File: config.mk
export PLATFORM = sky130hd
export DESIGN_NAME = ppm_wms_seq
export DESIGN_NICKNAME = d
export VERILOG_FILES = /design/src/rtl/core/ppm_wms_pkg.sv /design/src/rtl/core/ppm_wms_seq.sv
export VERILOG_INCLUDE_DIRS = /design/src /design/src/rtl/core
export SDC_FILE = /design/constraint.sdc
export NUM_CORES = 1
export LEC_CHECK = 0
export BUFFER_PORTS_ARGS = -buffer_cell sky130_fd_sc_hd__buf_4
export CAP_MARGIN = 20
export CORE_MARGIN = 1
export CORE_UTILIZATION = 40
export CTS_CLUSTER_SIZE = 24
export DETAILED_ROUTE_END_ITERATION = 8
export GPL_TIMING_DRIVEN = 0
export HOLD_SLACK_MARGIN = 0.15
export PLACE_DENSITY_LB_ADDON = 0.08
export SKIP_CTS_REPAIR_TIMING = 1
export SLEW_MARGIN = 20
export SYNTH_ARGS = -nofsm -noshare
export SYNTH_HDL_FRONTEND = slang
export SYNTH_SLANG_ARGS = --single-unit
File: constraint.sdc
create_clock -name clk -period 9 [get_ports clk]
set_input_delay 0.9 -clock clk [delete_from_list [all_inputs] [get_ports clk]]
set_output_delay 0.9 -clock clk [all_outputs]
set_load 0.1 [all_outputs]
File: src/rtl/core/ppm_window_mass_search_unit_defines.svh
// ----------------------------------------------------------------------------
// ppm_window_mass_search_unit_defines.svh
// Assertion macros shared by the ppm window mass search unit.
// ----------------------------------------------------------------------------
`ifndef PPM_WINDOW_MASS_SEARCH_UNIT_DEFINES_SVH
`define PPM_WINDOW_MASS_SEARCH_UNIT_DEFINES_SVH

`ifndef SYNTHESIS
// property must hold at every clock edge outside reset
`define PPM_WMS_ASSERT(lbl, clk, rst, prop) \
  lbl: assert property (@(posedge clk) disable iff (rst) prop) \
    else $error("ppm_wms: assertion failed");
// condition must never be seen outside reset
`define PPM_WMS_NEVER(lbl, clk, rst, cond) \
  lbl: assert property (@(posedge clk) disable iff (rst) !(cond)) \
    else $error("ppm_wms: forbidden condition seen");
`else
`define PPM_WMS_ASSERT(lbl, clk, rst, prop)
`define PPM_WMS_NEVER(lbl, clk, rst, cond)
`endif

`endif

File: src/rtl/core/ppm_wms_pkg.sv
// ----------------------------------------------------------------------------
// ppm_wms_pkg
// Widths, codes and shared types of the ppm window mass search unit.
// ----------------------------------------------------------------------------
package ppm_wms_pkg;

  // field widths
  localparam int MASS_W     = 30;
  localparam int CHARGE_W   = 4;
  localparam int TIME_W     = 16;
  localparam int INDEX_W    = 12;
  localparam int COUNT_W    = 13;
  localparam int TOL_W      = 15;
  localparam int CFG_DATA_W = 15;
  localparam int CFG_IDX_W  = 1;

  // parameter defaults
  localparam int DEF_TABLE_DEPTH = 4096;
  localparam int DEF_MAX_MATCHES = 64;
  localparam int DEF_TIME_MARGIN = 128;

  localparam int TOL_RESET = 2560;

  // 256000000 = 15625 << 14: scale the mass difference by 15625 and
  // compare against the limit shifted down by 14 (exact, product is integer)
  localparam int PPM_MULT   = 15625;
  localparam int PPM_MULT_W = 14;
  localparam int PPM_SHIFT  = 14;
  localparam int PROD_W     = MASS_W + PPM_MULT_W;
  localparam int LIM_W      = MASS_W + TOL_W;
  localparam int LIMH_W     = LIM_W - PPM_SHIFT;

  typedef enum logic [0:0] {
    OP_LOAD  = 1'b0,
    OP_QUERY = 1'b1
  } op_t;

  typedef enum logic [CFG_IDX_W-1:0] {
    REG_ENTRY_COUNT = 1'b0,
    REG_TOLERANCE   = 1'b1
  } reg_idx_t;

  // one table word
  typedef struct packed {
    logic [MASS_W-1:0]   mass;
    logic [CHARGE_W-1:0] charge;
    logic [TIME_W-1:0]   rtime;
  } entry_t;

  typedef struct packed {
    logic [COUNT_W-1:0] entry_count;
    logic [TOL_W-1:0]   tolerance;
  } cfg_t;

  // mass window position of the probed entry
  typedef struct packed {
    logic below;
    logic above;
  } win_flags_t;

endpackage

File: src/rtl/core/ppm_wms_seq.sv
// ----------------------------------------------------------------------------
// ppm_wms_seq
// Query sequencer: binary search for the window start, walk of the run,
// one-deep hold of the latest match so the final word carries last.
// ----------------------------------------------------------------------------
`include "ppm_window_mass_search_unit_defines.svh"

module ppm_wms_seq import ppm_wms_pkg::*; #(
  parameter int TABLE_DEPTH = DEF_TABLE_DEPTH,
  parameter int MAX_MATCHES = DEF_MAX_MATCHES,
  parameter int TIME_MARGIN = DEF_TIME_MARGIN,
  localparam int AW = $clog2(TABLE_DEPTH)
) (
  input  logic                clk,
  input  logic                rst,
  input  logic                start,
  input  logic [0:0]          op,
  input  logic [MASS_W-1:0]   query_mass,
  input  logic [CHARGE_W-1:0] query_charge,
  input  logic [TIME_W-1:0]   window_start,
  input  logic [TIME_W-1:0]   window_end,
  input  cfg_t                cfg,
  output logic                busy,
  output logic                rd_en,
  output logic [AW-1:0]       rd_addr,
  input  entry_t              rd_data,
  output logic                win_load,
  output logic [MASS_W-1:0]   q_mass,
  output logic [LIMH_W-1:0]   lim_hi,
  input  win_flags_t          flags,
  output logic                result_strobe,
  output logic                hit,
  output logic [INDEX_W-1:0]  match_index,
  output logic                truncated,
  output logic                last
);

  localparam int NW   = AW + 1;
  localparam int XW   = (NW > COUNT_W) ? NW : COUNT_W;
  localparam int CNTW = $clog2(MAX_MATCHES + 1);
  localparam int TW1  = TIME_W + 1;

  typedef enum logic [6:0] {
    S_IDLE   = 7'b0000001,
    S_SEARCH = 7'b0000010,
    S_SMUL   = 7'b0000100,
    S_SCMP   = 7'b0001000,
    S_WALK   = 7'b0010000,
    S_WMUL   = 7'b0100000,
    S_WCMP   = 7'b1000000
  } state_t;

  state_t              state;
  state_t              state_next;
  logic [NW-1:0]       lo;
  logic [NW-1:0]       hi;
  logic [NW-1:0]       j;
  logic [NW:0]         mid_sum;
  logic [NW-1:0]       mid;
  logic [NW-1:0]       n_lim;
  logic [CHARGE_W-1:0] q_charge;
  logic [TIME_W-1:0]   ws;
  logic [TIME_W-1:0]   we;
  logic [LIM_W-1:0]    lim_full;
  logic                pend_valid;
  logic [INDEX_W-1:0]  pend_idx;
  logic [CNTW-1:0]     found;
  logic                accept;
  logic                search_open;
  logic                walk_open;
  logic                is_match;
  logic                full;
  logic                emit;
  logic                emit_hit;
  logic [INDEX_W-1:0]  emit_idx;
  logic                emit_trunc;
  logic                emit_last;

  // handshake and bounds
  always_comb begin
    busy        = (state != S_IDLE);
    accept      = start && !busy;
    n_lim       = (XW'(cfg.entry_count) > XW'(TABLE_DEPTH)) ? NW'(TABLE_DEPTH)
                                                            : NW'(cfg.entry_count);
    mid_sum     = {1'b0, lo} + {1'b0, hi};
    mid         = NW'(mid_sum >> 1);
    search_open = lo < hi;
    walk_open   = j < n_lim;
    lim_full    = LIM_W'(query_mass) * LIM_W'(cfg.tolerance);
    full        = pend_valid && (found == CNTW'(MAX_MATCHES));
  end

  // charge and widened time window of the entry read back
  always_comb begin
    is_match = (rd_data.charge == q_charge) &&
               ((TW1'(rd_data.rtime) + TW1'(TIME_MARGIN)) > TW1'(ws)) &&
               (TW1'(rd_data.rtime) < (TW1'(we) + TW1'(TIME_MARGIN)));
  end

  // next state
  always_comb begin
    state_next = state;
    unique case (state)
      S_IDLE:   if (accept && (op == OP_QUERY)) state_next = S_SEARCH;
      S_SEARCH: state_next = search_open ? S_SMUL : S_WALK;
      S_SMUL:   state_next = S_SCMP;
      S_SCMP:   state_next = S_SEARCH;
      S_WALK:   state_next = walk_open ? S_WMUL : S_IDLE;
      S_WMUL:   state_next = S_WCMP;
      S_WCMP: begin
        if (flags.above || (is_match && full)) state_next = S_IDLE;
        else state_next = S_WALK;
      end
      default:  state_next = S_IDLE;
    endcase
  end

  // memory read and window stage control
  always_comb begin
    rd_en    = ((state == S_SEARCH) && search_open) || ((state == S_WALK) && walk_open);
    rd_addr  = (state == S_SEARCH) ? AW'(mid) : AW'(j);
    win_load = (state == S_SMUL) || (state == S_WMUL);
  end

  // result word selection: held match goes out when the next one shows up
  // or when the walk ends
  always_comb begin
    emit       = 1'b0;
    emit_hit   = pend_valid;
    emit_idx   = pend_valid ? pend_idx : '0;
    emit_trunc = 1'b0;
    emit_last  = 1'b1;
    if ((state == S_WALK) && !walk_open) begin
      emit = 1'b1;
    end else if ((state == S_WCMP) && flags.above) begin
      emit = 1'b1;
    end else if ((state == S_WCMP) && is_match && pend_valid) begin
      emit       = 1'b1;
      emit_hit   = 1'b1;
      emit_idx   = pend_idx;
      emit_trunc = full;
      emit_last  = full;
    end
  end

  // control registers
  always_ff @(posedge clk) begin
    if (rst) begin
      state         <= S_IDLE;
      result_strobe <= 1'b0;
      pend_valid    <= 1'b0;
    end else begin
      state         <= state_next;
      result_strobe <= emit;
      if (accept && (op == OP_QUERY)) begin
        pend_valid <= 1'b0;
      end else if ((state == S_WCMP) && !flags.above && is_match && !full) begin
        pend_valid <= 1'b1;
      end
    end
  end

  // datapath registers
  always_ff @(posedge clk) begin
    unique case (state)
      S_IDLE: begin
        if (accept && (op == OP_QUERY)) begin
          q_mass   <= query_mass;
          q_charge <= query_charge;
          ws       <= window_start;
          we       <= window_end;
          lim_hi   <= LIMH_W'(lim_full >> PPM_SHIFT);
          lo       <= '0;
          hi       <= n_lim;
          found    <= '0;
        end
      end
      S_SEARCH: if (!search_open) j <= lo;
      S_SCMP: begin
        if (flags.below) lo <= NW'(mid + 1'b1);
        else hi <= mid;
      end
      S_WCMP: begin
        if (!flags.above) begin
          j <= NW'(j + 1'b1);
          if (is_match && !full) begin
            pend_idx <= INDEX_W'(j);
            found    <= CNTW'(found + 1'b1);
          end
        end
      end
      default: ;
    endcase
  end

  // output word
  always_ff @(posedge clk) begin
    if (emit) begin
      hit         <= emit_hit;
      match_index <= emit_idx;
      truncated   <= emit_trunc;
      last        <= emit_last;
    end
  end

  // checks
  `PPM_WMS_ASSERT(a_miss_is_final, clk, rst, result_strobe && !hit |-> last && !truncated)
  `PPM_WMS_ASSERT(a_trunc_is_final_hit, clk, rst, result_strobe && truncated |-> last && hit)
  `PPM_WMS_ASSERT(a_last_ends_query, clk, rst, result_strobe && last |-> state == S_IDLE)
  `PPM_WMS_ASSERT(a_mid_word_in_walk, clk, rst, result_strobe && !last |-> state == S_WALK)
  `PPM_WMS_ASSERT(a_search_bounds, clk, rst, state == S_SEARCH |-> lo <= hi)
  `PPM_WMS_NEVER(a_found_limit, clk, rst, found > CNTW'(MAX_MATCHES))

endmodule

* Word level (Yosys, flattened, before mapping)
Index checks and enable logic that the tools add are counted.
** Storage, ports and cells
- Bits in registers :: 179
- Input port bits :: 150
- Output and inout port bits :: 92
** Cells by class
- Add/sub/neg operators :: 6
- Multipliers :: 1
- $lt $le $gt $ge :: 5
- Eq/ne operators :: 16
- Multiplexer cells :: 30
- Bitwise gates (word level) :: 2
- Reductions and logical operators :: 34
** Operators by type and width (number)
- $mux 13 :: 7
- $pmux 13 s2 :: 3
- $mux 12 :: 5
- $pmux 7 s7 :: 1
- $mul 30x15->45 :: 1
- $add 16x8->17 const B :: 2
- $mux 7 :: 4
- $add 13x1->13 const B :: 2
- $lt 13x13->1 :: 2
- $gt 17x16->1 :: 1
- $lt 16x17->1 :: 1
- $logic_and 1x1->1 :: 16
- $add 13x13->14 :: 1
- $eq 7x7->1 const B :: 2
- $pmux 7 s2 :: 1
- $gt 13x13->1 const B :: 1
- $reduce_and 3->1 :: 4
- $mux 5 :: 2
- $ne 2x2->1 const B :: 5
- $add 7x1->7 const B :: 1
- $eq 7x1->1 const B :: 1
- $eq 7x2->1 const B :: 1
- $eq 7x3->1 const B :: 1
- $eq 7x4->1 const B :: 1
- 15 further kinds :: 28

* Depth between registers and ports, before layout
- Depth after elaboration :: 9
- Gate-level depth with buffers :: 25
- Mapped depth without buffers :: 23

* Worst setup path after synthesis
Ideal clock, no wire load.
- Path kind :: reg2reg
- Start :: reg state[4]
- End :: reg found[0] (enable)
- Library setup time :: 0.375 ns
- Arrival time :: 6.956 ns
- Path slack :: 1.669 ns
- Stages on the path, launching flop included :: 6
- Clock period less this slack :: 7.331 ns
- Path through :: dfxtp_1 nor4_1 nand3_1 nor2_1 a41oi_1 a21oi_1
** Between the ends
- Longest elaborated chain between the ends :: 6
- Elaborated cells between the ends (all ways) :: 11
- Those cells by class :: 6 x eq/ne; 5 x reduce/logical
** Ends and longest elaborated chain
- from (decl) :: RTL line ppm_wms_seq.sv:53 : state_t state;
- from (signal assigned) :: RTL line ppm_wms_seq.sv:153 : state <= state_next;
- $ne 7x1->1 :: RTL line ppm_wms_seq.sv:81 : busy = (state != S_IDLE);
- via busy :: RTL line ppm_wms_seq.sv:23 : output logic busy,
- $logic_not 1->1 :: RTL line ppm_wms_seq.sv:82 : accept = start && !busy;
- $logic_and 1x1->1 :: RTL line ppm_wms_seq.sv:82
- $logic_and 1x1->1 :: RTL line ppm_wms_seq.sv:167 : if (accept && (op == OP_QUERY)) begin
- $ne 2x2->1 (no source line)
- $reduce_and 4->1 (no source line)
- to (signal assigned) :: RTL line ppm_wms_seq.sv:188 : found <= CNTW'(found + 1'b1);
- to (decl) :: RTL line ppm_wms_seq.sv:67 : logic [CNTW-1:0] found;
The timed path passes the listed nets, and every way through them passes these cells.
A chain may end at the register's enable or synchronous reset.

* Final worst setup path
- Start :: in cfg[1] (netlist bit)
- End :: reg lim_hi[30] (data pin)
** Between the ends
- Longest elaborated chain between the ends :: 1
** Ends and longest elaborated chain
- from (decl) :: RTL line ppm_wms_seq.sv:22 : input cfg_t cfg,
- $mul 30x15->45 :: RTL line ppm_wms_seq.sv:89 : lim_full = LIM_W'(query_mass) * LIM_W'(cfg.tolerance);
- via lim_full[44] :: RTL line ppm_wms_seq.sv:64 : logic [LIM_W-1:0] lim_full;
- to (signal assigned) :: RTL line ppm_wms_seq.sv:172 : lim_hi <= LIMH_W'(lim_full >> PPM_SHIFT);
- to (decl) :: RTL line ppm_wms_seq.sv:29 : output logic [LIMH_W-1:0] lim_hi,
The timed path passes the listed nets, and every way through them passes these cells.

==> impl_metrics.json <==
{
  "htreeDepth": 4,
  "antenna_found_initial": 5,
  "cts_buffers": 17,
  "grt_pass1_vias": 17350,
  "area_growth_pct": 13.96,
  "routedWlPerCell_um": 20.65,
  "cts_tree": "yes",
  "timing_worst_setup_path_type": "input port to register",
  "reg2regPathDepth": 12,
  "synth_most_common_cell": "inv_1",
  "end_kind": "register",
  "netlist_instances": 2295,
  "final_util_pct": 46.04,
  "holdCritStartpoint": "state[1]$_SDFFE_PP0P_",
  "drive_gt1_share_pct": 10.11,
  "hold-worst-slack_ns": 0.5204,
  "synth_top_area_share_pct": 31.87,
  "placedCellCount": 3255,
  "min_to": "state[3]$_SDFFE_PP0P_",
  "grt_first_pass_wirelength_um": 103700,
  "holdPathStages": 1,
  "nets": 3209,
  "die-area_um2": 57800,
  "dp_hpwl_um": 55490,
  "grt.total_usage_pct": 24.50,
  "synth_simple_gate_area_share_pct": 16.64,
  "rsz0062_at_grt": "false",
  "io_pins": 242,
  "die_w_um": 240.4,
  "critPathRequiredTime_ns": 9.23,
  "synth_cell_type_count": 66,
  "initialDrtViolationCount": 1072,
  "status": "finished clean",
  "cts.clk_slew.worst_paths_ns": 0.08,
  "clock_path_buffers": 2,
  "gp_congestion": 0.8970,
  "drc": 0,
  "die_y_um": 240.4,
  "setup_violations": 0,
  "synth_area_leaders": "fa_1 32%, edfxtp_1 22%, ha_1 9.8%",
  "period_share_pct": 90.25,
  "report.final.hold_viol_count": 0,
  "insertion_delay_ns": 0.50,
  "yosysWarnings": 0,
  "syn_avg_cell_area_um2": 9.908,
  "maxCapViolCount": 0,
  "clock-sinks": 179,
  "period_needed_ns": 8.122,
  "min_path_type": "register to register",
  "synth_ff_type": "edfxtp_1",
  "synth_async_sr_flop_share_pct": 0,
  "fin_skew_ns": 0.01493,
  "viasPerCell": 5.087,
  "stdcell_count": 3290,
  "ys_seq_area_share_pct": 23.24,
  "vias": 16740,
  "synth_compound_area_share_pct": 6.301,
  "syn_nets": 2986,
  "coreArea_um2": 56280,
  "synth.area.mux_share_pct": 0.2421,
  "worst_slew_pin_slew_ns": 0.9530,
  "finalInstanceArea_um2": 25910,
  "initial_utilization_pct": 40.40,
  "yosys.area.top_type": "fa_1",
  "routed_wl_um": 67950,
  "firstDrtPassIters": 5,
  "gr-total-overflow": 0,
  "synthAdderAreaFrac_pct": 41.72,
  "synth.cell_area_um2": 22740,
  "synth_top_family_by_area": "adder cells",
  "port-buffer-count": 198,
  "synth-edff-count": 170,
  "placed_cell_area_um2": 25310,
  "rrSetupSlack_ns": 4.99,
  "fmax_mhz": 123.1,
  "arrival_ns": 8.35,
  "rows": 87,
  "r2r_start": "we[7]$_DFFE_PP_",
  "drv_slew": 0,
  "ys_ff_latch": 179,
  "max_slew_margin_pct": 36.47,
  "n_fill_cell": 5498,
  "cts-root-buf": "clkbuf_16",
  "grt_max_degree": 28,
  "ant_nets": 0,
  "worstPathMaxFanout": 11,
  "r2r_end": "found[0]$_SDFFCE_PP0P_",
  "critPathLaunchType": "input port",
  "synthTopCellsByCount": "431 x inv_1, 362 x fa_1, 284 x and2_1, 260 x nand2_1, 179 x ha_1",
  "synth_xor_xnor_area_share_pct": 3.120
}
==> cell type report <==
type | instances | area [µm²] | area share, %
Multi-Input combinational cell | 1587 | 15500 | 59.80
Sequential cell | 179 | 5285 | 20.40
Inverter | 435 | 1633 | 6.301
Timing Repair Buffer | 204 | 1593 | 6.147
Tap cell | 756 | 945.9 | 3.650
Clock buffer | 18 | 429.2 | 1.656
Buffer | 94 | 352.8 | 1.362
Clock inverter | 14 | 170.2 | 0.6567
Antenna cell | 3 | 7.507 | 0.02897
==> cells by family (layout without fill, tap and decap cells) <==
kind of cell / Yosys count / after routing
AO/OA/AOI/OAI: 225 / 225
XOR/XNOR: 81 / 81
adder cells (fa/ha/maj): 541 / 541
buffers and inverters: 529 / 765
flip-flops: 179 / 179
multiplexers: 5 / 5
other: 0 / 3
AND/OR/NAND/NOR: 735 / 735
==> cells in the final DEF (no fill, tap or decap), drive strengths merged, types with 49 or more instances in the layout <==
| master | count |
|---|---|
| a21oi | 74 |
| and2 | 285 |
| buf | 204 |
| clkbuf | 112 |
| edfxtp | 170 |
| fa | 362 |
| ha | 179 |
| inv | 438 |
| nand2 | 260 |
| nor2 | 63 |
| o21ai | 58 |
| xnor2 | 49 |
==> worst max path at each step <==
stage                          start                      to
2_1_floorplan  state[4]$_SDFFE_PP0P_  found[0]$_SDFFCE_PP0P_
3_3_place_gp   state[4]$_SDFFE_PP0P_  found[5]$_SDFFCE_PP0P_
3_5_place_dp                  cfg[1]    lim_hi[30]$_DFFE_PP_
4_1_cts                       cfg[1]    lim_hi[30]$_DFFE_PP_
5_1_grt                       cfg[1]    lim_hi[30]$_DFFE_PP_
6_report                      cfg[1]    lim_hi[30]$_DFFE_PP_
==> metrics by stage <==
step / setup slack (ns) / setup TNS (ns)
3_3_place_gp: -0.2587 / -1.810
5_1_grt: 0.7544 / 0
4_1_cts: 0.9492 / 0
6_report: 0.8777 / 0
2_1_floorplan: 1.669 / 0
3_5_place_dp: 0.4212 / 0
==> state kept, by name (all words and copies together) (netlist names), 13 cells and up <==
| register | flops |
|---|---|
| hi | 13 |
| j | 13 |
| lim_hi | 31 |
| lo | 13 |
| q_mass | 30 |
| we | 16 |
| ws | 16 |
==> critical path: stages <==
cell and delay [ns]:
buf_4 0.11, clkbuf_1 0.56, clkbuf_1 0.74, and2_1 0.26
fa_1 0.43, inv_1 0.11, fa_1 0.41, inv_1 0.09
fa_1 0.44, fa_1 0.50, fa_1 0.49, inv_1 0.05
fa_1 0.47, inv_1 0.04, ha_1 0.38, a21oi_1 0.52
o21ai_0 0.35, o31ai_4 0.61, o311ai_1 0.33, a21o_1 0.29
a21oi_2 0.15, xnor2_1 0.10
==> metal layers <==
layer | up-vias | global-route usage, % | wire length (µm)
li1 | 7644 | - | -
met1 | 8553 | 32.58 | 29530
met2 | 461 | 40.78 | 32850
met3 | 76 | 4.811 | 4108
met4 | 2 | 6.080 | 1437
met5 | - | 0 | 13
Power is left out: the tool's default activity adds up to more than one toggle a clock period on the data nets, which glitch-free logic cannot reach.
