**src/rtl/core/ppm_window_mass_search_unit_defines.svh**
```systemverilog
// ----------------------------------------------------------------------------
// ppm_window_mass_search_unit_defines.svh
// Assertion macros shared by the ppm window mass search unit.
// ----------------------------------------------------------------------------
`ifndef PPM_WINDOW_MASS_SEARCH_UNIT_DEFINES_SVH
`define PPM_WINDOW_MASS_SEARCH_UNIT_DEFINES_SVH

`ifndef SYNTHESIS
// property must hold at every clock edge outside reset
`define PPM_WMS_ASSERT(lbl, clk, rst, prop) \
  lbl: assert property (@(posedge clk) disable iff (rst) prop) \
    else $error("ppm_wms: assertion failed");
// condition must never be seen outside reset
`define PPM_WMS_NEVER(lbl, clk, rst, cond) \
  lbl: assert property (@(posedge clk) disable iff (rst) !(cond)) \
    else $error("ppm_wms: forbidden condition seen");
`else
`define PPM_WMS_ASSERT(lbl, clk, rst, prop)
`define PPM_WMS_NEVER(lbl, clk, rst, cond)
`endif

`endif

```
**src/rtl/core/ppm_wms_pkg.sv**
```systemverilog
// ----------------------------------------------------------------------------
// ppm_wms_pkg
// Widths, codes and shared types of the ppm window mass search unit.
// ----------------------------------------------------------------------------
package ppm_wms_pkg;

  // field widths
  localparam int MASS_W     = 30;
  localparam int CHARGE_W   = 4;
  localparam int TIME_W     = 16;
  localparam int INDEX_W    = 12;
  localparam int COUNT_W    = 13;
  localparam int TOL_W      = 15;
  localparam int CFG_DATA_W = 15;
  localparam int CFG_IDX_W  = 1;

  // parameter defaults
  localparam int DEF_TABLE_DEPTH = 4096;
  localparam int DEF_MAX_MATCHES = 64;
  localparam int DEF_TIME_MARGIN = 128;

  localparam int TOL_RESET = 2560;

  // 256000000 = 15625 << 14: scale the mass difference by 15625 and
  // compare against the limit shifted down by 14 (exact, product is integer)
  localparam int PPM_MULT   = 15625;
  localparam int PPM_MULT_W = 14;
  localparam int PPM_SHIFT  = 14;
  localparam int PROD_W     = MASS_W + PPM_MULT_W;
  localparam int LIM_W      = MASS_W + TOL_W;
  localparam int LIMH_W     = LIM_W - PPM_SHIFT;

  typedef enum logic [0:0] {
    OP_LOAD  = 1'b0,
    OP_QUERY = 1'b1
  } op_t;

  typedef enum logic [CFG_IDX_W-1:0] {
    REG_ENTRY_COUNT = 1'b0,
    REG_TOLERANCE   = 1'b1
  } reg_idx_t;

  // one table word
  typedef struct packed {
    logic [MASS_W-1:0]   mass;
    logic [CHARGE_W-1:0] charge;
    logic [TIME_W-1:0]   rtime;
  } entry_t;

  typedef struct packed {
    logic [COUNT_W-1:0] entry_count;
    logic [TOL_W-1:0]   tolerance;
  } cfg_t;

  // mass window position of the probed entry
  typedef struct packed {
    logic below;
    logic above;
  } win_flags_t;

endpackage

```
**src/rtl/core/ppm_wms_window.sv**
```systemverilog
// ----------------------------------------------------------------------------
// ppm_wms_window
// Mass window test: registered |m - q| * 15625, then compare to the limit.
// ----------------------------------------------------------------------------
module ppm_wms_window import ppm_wms_pkg::*; (
  input  logic              clk,
  input  logic              load,
  input  logic [MASS_W-1:0] mass,
  input  logic [MASS_W-1:0] query_mass,
  input  logic [LIMH_W-1:0] lim_hi,
  output win_flags_t        flags
);

  logic              lt;
  logic              gt;
  logic [MASS_W-1:0] diff;
  logic [PROD_W-1:0] prod;
  logic              over_lim;

  // absolute difference
  always_comb begin
    diff = (mass < query_mass) ? (query_mass - mass) : (mass - query_mass);
  end

  // scale stage
  always_ff @(posedge clk) begin
    if (load) begin
      lt   <= mass < query_mass;
      gt   <= mass > query_mass;
      prod <= PROD_W'(diff) * PROD_W'(PPM_MULT);
    end
  end

  // compare stage
  always_comb begin
    over_lim    = prod > PROD_W'(lim_hi);
    flags.below = lt && over_lim;
    flags.above = gt && over_lim;
  end

endmodule

```
**config.mk**
```make
export PLATFORM = sky130hd
export DESIGN_NAME = ppm_wms_window
export DESIGN_NICKNAME = d
export VERILOG_FILES = /design/src/rtl/core/ppm_window_mass_search_unit_defines.svh /design/src/rtl/core/ppm_wms_pkg.sv /design/src/rtl/core/ppm_wms_window.sv
export SDC_FILE = /design/constraint.sdc
export NUM_CORES = 1
export LEC_CHECK = 0
export ABC_AREA = 1
export BUFFER_PORTS_ARGS = -buffer_cell sky130_fd_sc_hd__buf_2
export CAP_MARGIN = 30
export CORE_ASPECT_RATIO = 1.75
export CORE_MARGIN = 8
export CORE_UTILIZATION = 55
export DETAILED_ROUTE_END_ITERATION = 6
export GPL_ROUTABILITY_DRIVEN = 1
export GPL_TIMING_DRIVEN = 0
export PLACE_DENSITY = 0.74
export SLEW_MARGIN = 20
export SYNTH_ARGS = -nofsm -noshare
export SYNTH_HDL_FRONTEND = slang
export SYNTH_SLANG_ARGS = --single-unit
```
**constraint.sdc**
```tcl
create_clock -name clk -period 16.4 [get_ports clk]
set_input_delay 3.28 -clock clk [delete_from_list [all_inputs] [get_ports clk]]
set_output_delay 3.28 -clock clk [all_outputs]
set_load 0.02 [all_outputs]
```
Yosys cells after proc, flatten, opt, wreduce, memory -nomap -nowiden
Index checks and enable logic that the tools add are counted.

Memories kept: 0. Memory bits (writable): 0. Input bits: 93. Latch bits: 0. Output and inout port bits: 2. Register bits: 46. ROM bits: 0. Logic and storage cells: 12.

Equality and inequality tests: 0. Div/mod/pow operators: 0. Multiplexer cells: 1. Shifts and indexed selects: 0. Multiply operators: 1. Bitwise logic cells: 0. Reductions and logical operators: 2. Add/subtract/negate cells: 2. Magnitude comparators: 3.

Operators by type and width (number): $sub 30x30->30 (2); $gt 44x31->1 (1); $mul 30x14->44 const B (1); $gt 30x30->1 (1); $lt 30x30->1 (1); $mux 30 (1); $logic_and 1x1->1 (2).

Longest topological paths before layout
Gate-level depths: netlist of run 1.

Word-level depth: 3. Gate-level depth with buffers: 41.

Worst setup path after synthesis of run 1
OpenSTA, ideal clock, no wires.

Path kind: input -> register. Start point: input mass[0]. End point: register prod[33] (data pin). Stages on the path: 36. Setup slack: 6569 ps. Arrival: 9579 ps. Required time: 16148 ps. Buffers on the path: 1. Cell sequence: inv_1 ha_1 inv_1 fa_1 nand2_1 nand3_2 nand2_1 nand2_2 nand2_4 nand2_4 inv_2 buf_2 nand2_1 nand2_1 xor2_1 fa_1 fa_1 inv_1 fa_1 inv_1 fa_1 inv_1 ha_1 inv_1 fa_1 inv_1 ha_1 nand2_1 nor2_1 inv_1 nor2_1 nand3_1 o211ai_1 nand3_1 nand3_1 nand2_1.

Longest elaborated chain between the ends: 3.

RTL lines: start, declared (RTL line ppm_wms_window.sv:8) `input logic [MASS_W-1:0] mass,`; $sub 30x30->30 / $lt 30x30->1 (equally long branches) (RTL line ppm_wms_window.sv:22) `diff = (mass < query_mass) ? (query_mass - mass) : (mass - query_mass);`; $mux 30 * (RTL line ppm_wms_window.sv:22); $mul 30x14->44 * (RTL line ppm_wms_window.sv:30) `prod <= PROD_W'(diff) * PROD_W'(PPM_MULT);`; end signal, assigned (RTL line ppm_wms_window.sv:30); end, declared (RTL line ppm_wms_window.sv:17) `logic [PROD_W-1:0] prod;`.

Every way passes the cells marked *; elsewhere a longest branch is shown, timed or not. A chain may end at the register's enable or synchronous reset.

Final worst setup path of run 1
Start point: input mass[27]. End point: register prod[41] (data pin).

Same word-level chain as after synthesis.

==> flow_summary.yaml, run 1 <==
synthesis:
  yosysTopAreaCellShare: 0.213
  synth_top_area_cell: "ha_1"
  yosysWarnings: 0
  synth-seq-area-share: 0.0988
  syn_inst: 2010
  ys_async_sr_fraction: 0
  synth.cells.most_frequent: "494 x nand2_1, 434 x inv_1, 238 x ha_1"
  synth_ff_type: "edfxtp_1"
  synth.net_count: 2457
  synth-seq-cells: 46
  synth_edf_count: 46
  syn_avg_cell_area_um2: 6.96
  synth_cell_types: 43
  mappedNetlistArea_um2: 14000
  synth_area_leaders: "ha_1 21%, fa_1 17%, nand2_1 13%, inv_1 12%, edfxtp_1 9.9%"
  yosysMostFrequentCell: "nand2_1"
floorplanning:
  die_w_um: 137
  core_region_area_um2: 25100
  die_y_um: 227
  rows: 77
  pin_count: 95
  die_area_um2: 31000
  initial_utilization: 0.556
place:
  placedInstanceArea_um2: 14800
  hpwl_mm: 37.3
  port_buffers: 94
  place_inst: 2420
  gp_congestion: 0.948
timing:
  max-slew-margin-rel: 0.378
  timing.final.hold_violations: 0
  tns_ns: 0
  finalCritPeriodShare: 0.671
  period_needed_ns: 11.00
  rsz0062_at_grt: "no"
  worst_pin_slew_ns: 0.929
  setup_violations: 0
  slew_violations: 0
  hold_slack_ns: 3.38
  max_freq_mhz: 90.9
worst_setup_path:
  endpoint_kind: "register"
  worst-path-buf-inv: 12
  crit_required_ns: 16.45
  critPathSlowestCell: "fa_1"
  arrival_ns: 11.05
  crit_path_frequent_cell: "inv_1"
  critPathMaxStageDelay_ns: 0.55
  crit_cells: 36
  worstSetupStartpoint: "mass[27]"
  start_kind: "input port"
  critical-path-top-delay-family: "adder cells"
  cp_max_fo: 10
  worstSetupPathType: "in -> reg"
grt:
  grt_max_degree: 47
  grt_first_pass_wirelength_mm: 65.5
  grt_pass1_vias: 13800
  gr-total-overflow: 0
  grt_util_all_layers: 0.273
  antenna_found_initial: 0
final_layout:
  syn2layout_area_growth_pct: 7.30
  layout.nets: 2559
  fin_cells: 2428
  antenna_cells: 0
  drive_gt1_frac: 0.0777
  final_area_um2: 15000
  nFillCells: 2434
cts:
  root_buffer: "clkbuf_16"
  htreeDepth: 2
  clockBufferDepth: 2
  cts_sinks: 46
  numCtsBuffers: 5
  cts_setup_buffers: 0
  cts_tree: "yes"
  ctsResizeCount: 0
  clk_pin_slew_ns: 0.06
  ctsHoldBuffers: 0
worst_hold_path:
  holdPathStages: 1
  min_path_type: "in -> reg"
  hold_start: "load"
run:
  max_cap_violations: 0
detailed_routing:
  ant_nets: 0
  wirelength_mm: 40.9
  drt_iter0_drc: 544
  dr.pass1.iters: 6
  wl_per_cell_um: 16.9
  via_per_inst: 5.33
  vias: 13000
  drc: 0
run_status:
  status: "completed"
-- registers in the layout, summed over array words and instances, names as in the netlist --
register / flops
gt: 1
prod: 44
lt: 1
-- routing by layer --
layer / global-route usage / part of all wire / wire, µm
met5: 0 / 0 / 0
met3: 0.00932 / 0.019 / 792
met2: 0.549 / 0.56 / 23100
met1: 0.239 / 0.33 / 13500
met4: 0.224 / 0.087 / 3570
-- cell usage in the layout (no fill, tap or decap), types with 3 or more instances in the layout --
cell	count
nor2_1	147
a211oi_1	3
o21bai_1	19
a21o_1	11
buf_2	108
xnor2_1	15
a21boi_0	5
a21oi_1	125
nand2_1	494
nand2_4	5
edfxtp_1	46
xor2_1	60
nand2_2	16
o21a_1	6
nand4_1	24
inv_1	434
fa_1	116
buf_6	3
ha_1	238
inv_2	12
nor4_1	3
nor3_1	18
nand3b_1	3
o211ai_1	5
a31oi_1	4
nand3_1	100
clkbuf_16	5
o21ai_0	63
-- stage by stage --
stage                      util  setup WS (ns)
final                     0.597           5.40
after global routing      0.597           5.05
after CTS                 0.596           5.35
after detailed placement  0.590           5.04
after global placement    0.590           5.16
after floorplan               -           6.57
-- path summary, 6_finish.rpt --
path / to
setup / recovery: prod[41]
hold / removal: prod[6]
-- final cells by class --
class / count / area [µm²] / share of cell area
inverters: 446 / 1670 / 0.112
plain buffers: 21 / 139 / 0.00926
multi-input cells: 1497 / 10800 / 0.719
clock buffers: 5 / 125 / 0.00834
repair buffers: 95 / 490 / 0.0327
well taps: 316 / 395 / 0.0264
clock inverters: 2 / 10.0 / 0.000667
flip-flops and latches: 46 / 1380 / 0.0921
-- kinds of logic (layout without fill, tap and decap cells) --
| group | after synthesis | after routing | share of synthesized area |
|---|---|---|---|
| buffers and inverters | 467 | 569 | 0.130 |
| AO/OA/AOI/OAI | 249 | 249 | 0.101 |
| AND/OR/NAND/NOR | 819 | 819 | 0.244 |
| XOR/XNOR | 75 | 75 | 0.0470 |
| flip-flops | 46 | 46 | 0.0988 |
| adder cells (fa/ha/maj) | 354 | 354 | 0.379 |
Power of run 1 is not shown: default switching activity piles up to over one toggle a cycle in this logic, so the estimate is an artifact.
==> run 2: changes to the inputs <==
PLACE_DENSITY = 0.76   (was 0.74)
clock period = 8.9 ns   (was 16.4 ns; I/O delays follow)
==> run 2 against run 1 <==
Against the previous run: the flow now finishes with violations (design-rule violations); final cell count up 0.16%; sequential share of layout area down 0.17 points; global-route usage down 0.16 points; worst setup slack worse by 5.1 ns; worst hold slack worse by 1.5 ns; first-iteration DRC count up 14%; critical path depth up 1; count of clock-buffer cells in the layout up 1; final area up 1.9%; die area unchanged; critical path type unchanged.
==> flow_summary.yaml, run 2 (synthesis gave the netlist of run 1 again) <==
run_status:
  status: "finished with violations"
  violations: "design-rule violations"
place:
  gp_congestion: 0.987
  hpwl_mm: 37.1
  placedInstanceArea_um2: 14800
  port_buffers: 94
worst_hold_path:
  hold_start: "load"
  holdPathEnd: "prod[5]"
  min_path_type: "in -> reg"
  holdPathStages: 1
grt:
  grt_first_pass_wirelength_mm: 65.4
  antenna_found_initial: 0
  gr-total-overflow: 0
  grt_pass1_vias: 13800
  grt_util_all_layers: 0.271
  grt_max_degree: 47
timing:
  period_needed_ns: 8.57
  max-slew-margin-rel: 0.406
  slew_violations: 0
  setup_violations: 0
  max_freq_mhz: 117
  timing.final.hold_violations: 0
  finalCritPeriodShare: 0.963
  worst_pin_slew_ns: 0.889
worst_setup_path:
  endpoint_kind: "register"
  critPathMaxStageDelay_ns: 0.54
  arrival_ns: 8.62
  crit_required_ns: 8.95
  cp_max_fo: 10
  start_kind: "input port"
  worstSetupPathType: "in -> reg"
  crit_path_frequent_cell: "inv_1"
  critPathSlowestCell: "fa_1"
floorplanning:
  core_region_area_um2: 25100
  die_area_um2: 31000
  rows: 77
  die_w_um: 137
  die_y_um: 227
  pin_count: 95
  initial_utilization: 0.556
final_layout:
  drive_gt1_frac: 0.102
  layout.nets: 2562
  largestRegisters: "prod x44, gt x1, lt x1"
  syn2layout_area_growth_pct: 9.35
  layout_commonest_cell: "nand2_1"
  antenna_cells: 0
  final_area_um2: 15300
  largest_register_ffs: 44
  top_register: "prod"
  mostFrequentLayoutCells: "482 x nand2_1, 434 x inv_1, 229 x ha_1, 137 x nor2_1, 119 x a21oi_1"
cts:
  clockBufferDepth: 2
  root_buffer: "clkbuf_16"
  cts_tree: "yes"
  clk_pin_slew_ns: 0.06
  cts_sinks: 46
  htreeDepth: 2
  numCtsBuffers: 5
  ctsHoldBuffers: 0
detailed_routing:
  vias: 13100
  wirelength_mm: 41.2
  drt_iter0_drc: 621
  dr.pass1.iters: 7
  via_per_inst: 5.38
  wl_per_cell_um: 16.9
  drc: 2
  ant_nets: 0
run:
  max_cap_violations: 0
-- run 2: changes by cell type in the layout (fill, tap and decap cells not counted), sizes merged --
cell,before,now
buf,115,114
clkbuf,6,11
-- run 2: critical path, delay by kind of cell --
family | cells | cell delay (ns)
XOR/XNOR | 1 | 0.17
buffers and inverters | 13 | 1.17
AND/OR/NAND/NOR | 10 | 1.16
AO/OA/AOI/OAI | 5 | 0.83
adder cells (fa/ha/maj) | 8 | 3.47
-- run 2: timing repair --
item | 4_1_cts | 5_1_grt
setup endpoints to repair | 18 | 21
resized for setup | 19 | 57
buffers inserted | 2 | 2
endpoints found under the hold margin | 0 | 0
pin swaps | 1 | 5
-- run 2: routing by layer --
layer / up-vias / GRT usage / wire (µm)
met1: 6114 / 0.236 / 13600
met4: 0 / 0.194 / 3180
met2: 313 / 0.559 / 23500
li1: 6514 / - / -
met5: - / 0 / 0
met3: 140 / 0.0122 / 839
-- run 2: final cells by class --
cell class | count | area [µm²]
multi-input combinational | 1497 | 11000
clock buffer | 6 | 129
timing repair buffer | 99 | 520
tap | 316 | 395
buffer | 20 | 150
clock inverter | 2 | 8.76
fill | 2448 | 9860
sequential | 46 | 1380
inverter | 446 | 1670
-- run 2: stage by stage --
step	hold WS, ns	utilization	cells	setup WS [ns]	setup TNS, ns
4_1_cts	2.08	0.600	2430	0.0583	0
5_1_grt	1.89	0.608	2432	-0.00673	-0.00673
6_report	1.88	0.608	2432	0.327	0
3_5_place_dp	2.35	0.590	2420	-0.862	-10.94
2_1_floorplan	1.89	-	2010	0.569	0
3_3_place_gp	2.35	0.590	2420	-0.783	-9.71
-- run 2: worst max path at each step --
stage | startpoint | endpoint | slack [ns] | cells past startpoint
global route | mass[25] | prod[40] | -0.007 | 37
CTS | mass[26] | prod[42] | 0.06 | 36
finish | mass[25] | prod[40] | 0.33 | 37
floorplan | mass[0] | prod[33] | 0.57 | 36
detailed placement | mass[24] | prod[42] | -0.86 | 37
global placement | mass[24] | prod[42] | -0.78 | 37
Power of run 2 is left out for the same reason.
==> run 3: changes to the inputs <==
CAP_MARGIN = 0   (was 30)
PLACE_DENSITY = 0.79   (was 0.76)
==> run 3 against run 2 <==
Against the previous run: the flow now finishes without violations; flip-flop and latch count is the same; global-route usage decreased by 0.99 points; via count about the same; final area barely moved; core utilization shrank 0.055 points; wire length decreased by 3.0%.
==> flow_summary.yaml, run 3 (synthesis gave the netlist of run 1 again) <==
run:
  max_cap_violations: 0
worst_hold_path:
  min_path_type: "in -> reg"
worst_setup_path:
  crit_required_ns: 8.94
  crit_path_frequent_cell: "inv_1"
  worstSetupPathType: "in -> reg"
  critPathMaxStageDelay_ns: 0.55
  critical-path-top-delay-family: "adder cells"
  start_kind: "input port"
  cp_max_fo: 10
  worst-path-buf-inv: 13
  endpoint_kind: "register"
  critPathSlowestCell: "fa_1"
  arrival_ns: 8.64
grt:
  grt_max_degree: 47
  gr-total-overflow: 0
  grt_first_pass_wirelength_mm: 63.5
  grt_util_all_layers: 0.261
  grt_pass1_vias: 13800
  antenna_found_initial: 0
detailed_routing:
  drt_iter0_drc: 556
  via_per_inst: 5.38
  wirelength_mm: 39.9
  dr.pass1.iters: 5
  vias: 13100
  drc: 0
  wl_per_cell_um: 16.4
  ant_nets: 0
cts:
  numCtsBuffers: 5
  clk_pin_slew_ns: 0.06
  htreeDepth: 2
  cts_sinks: 46
  cts_tree: "yes"
  root_buffer: "clkbuf_16"
  clockBufferDepth: 2
final_layout:
  syn2layout_area_growth_pct: 9.25
  top_register: "prod"
  drive_gt1_frac: 0.102
  multi_input_area_um2: 11000
  antenna_cells: 0
  nFillCells: 2427
  regArea_um2: 1380
  largest_register_ffs: 44
  layout.nets: 2564
  mostFrequentLayoutCells: "481 x nand2_1, 432 x inv_1, 232 x ha_1, 135 x nor2_1, 122 x a21oi_1"
  layout_commonest_cell: "nand2_1"
  largestRegisters: "prod x44, gt x1, lt x1"
place:
  port_buffers: 94
  gp_congestion: 0.959
  hpwl_mm: 36.3
timing:
  setup_violations: 0
  max_freq_mhz: 116
  period_needed_ns: 8.60
  timing.final.hold_violations: 0
  slew_violations: 0
  max-slew-margin-rel: 0.354
  worst_pin_slew_ns: 0.969
  finalCritPeriodShare: 0.966
  tns_ns: 0
floorplanning:
  die_y_um: 227
  pin_count: 95
  die_w_um: 137
  initial_utilization: 0.556
  rows: 77
  die_area_um2: 31000
  core_region_area_um2: 25100
run_status:
  status: "completed"
run 3: worst paths after layout:
kind / end / from / slack [ns] / depth (start not counted)
worst max-delay path: prod[40] / mass[6] / 0.30 / 36
worst min-delay path: prod[3] / query_mass[0] / 2.07 / 4
run 3: per-stage QoR:
step                hold WS (ns)  setup WS [ns]  instance area, µm²  instances  utilization
floorplan                   1.89          0.569               14000       2010            -
global placement            2.34         -0.792               14800       2420        0.590
detailed placement          2.35         -0.923               14800       2420        0.590
CTS                         2.07        0.00648               15100       2429        0.599
global route                2.12      -0.000282               15300       2433        0.607
finish                      2.07          0.303               15300       2433        0.607
run 3: layout make-up:
cell class              count  area share
clock inverters             2    0.000983
repair buffers            100      0.0338
flip-flops and latches     46      0.0904
multi-input cells        1497       0.721
inverters                 446       0.110
well taps                 316      0.0259
clock buffers               5     0.00819
plain buffers              21     0.00975
run 3: metal layers:
metal | GRT usage | part of all wire | routed length [µm] | vias to the layer above
met1 | 0.224 | 0.33 | 13100 | 6072
li1 | - | - | - | 6521
met2 | 0.528 | 0.56 | 22200 | 337
met4 | 0.222 | 0.091 | 3620 | 0
met5 | 0 | 0 | 0 | -
met3 | 0.0104 | 0.025 | 997 | 155
run 3: timing repair:
action	in CTS	in global routing
endpoints found under the setup margin	18	21
gates resized for setup	17	52
pin swaps	2	5
setup buffers	2	4
hold buffers	0	0
Power of run 3 is left out for the same reason.
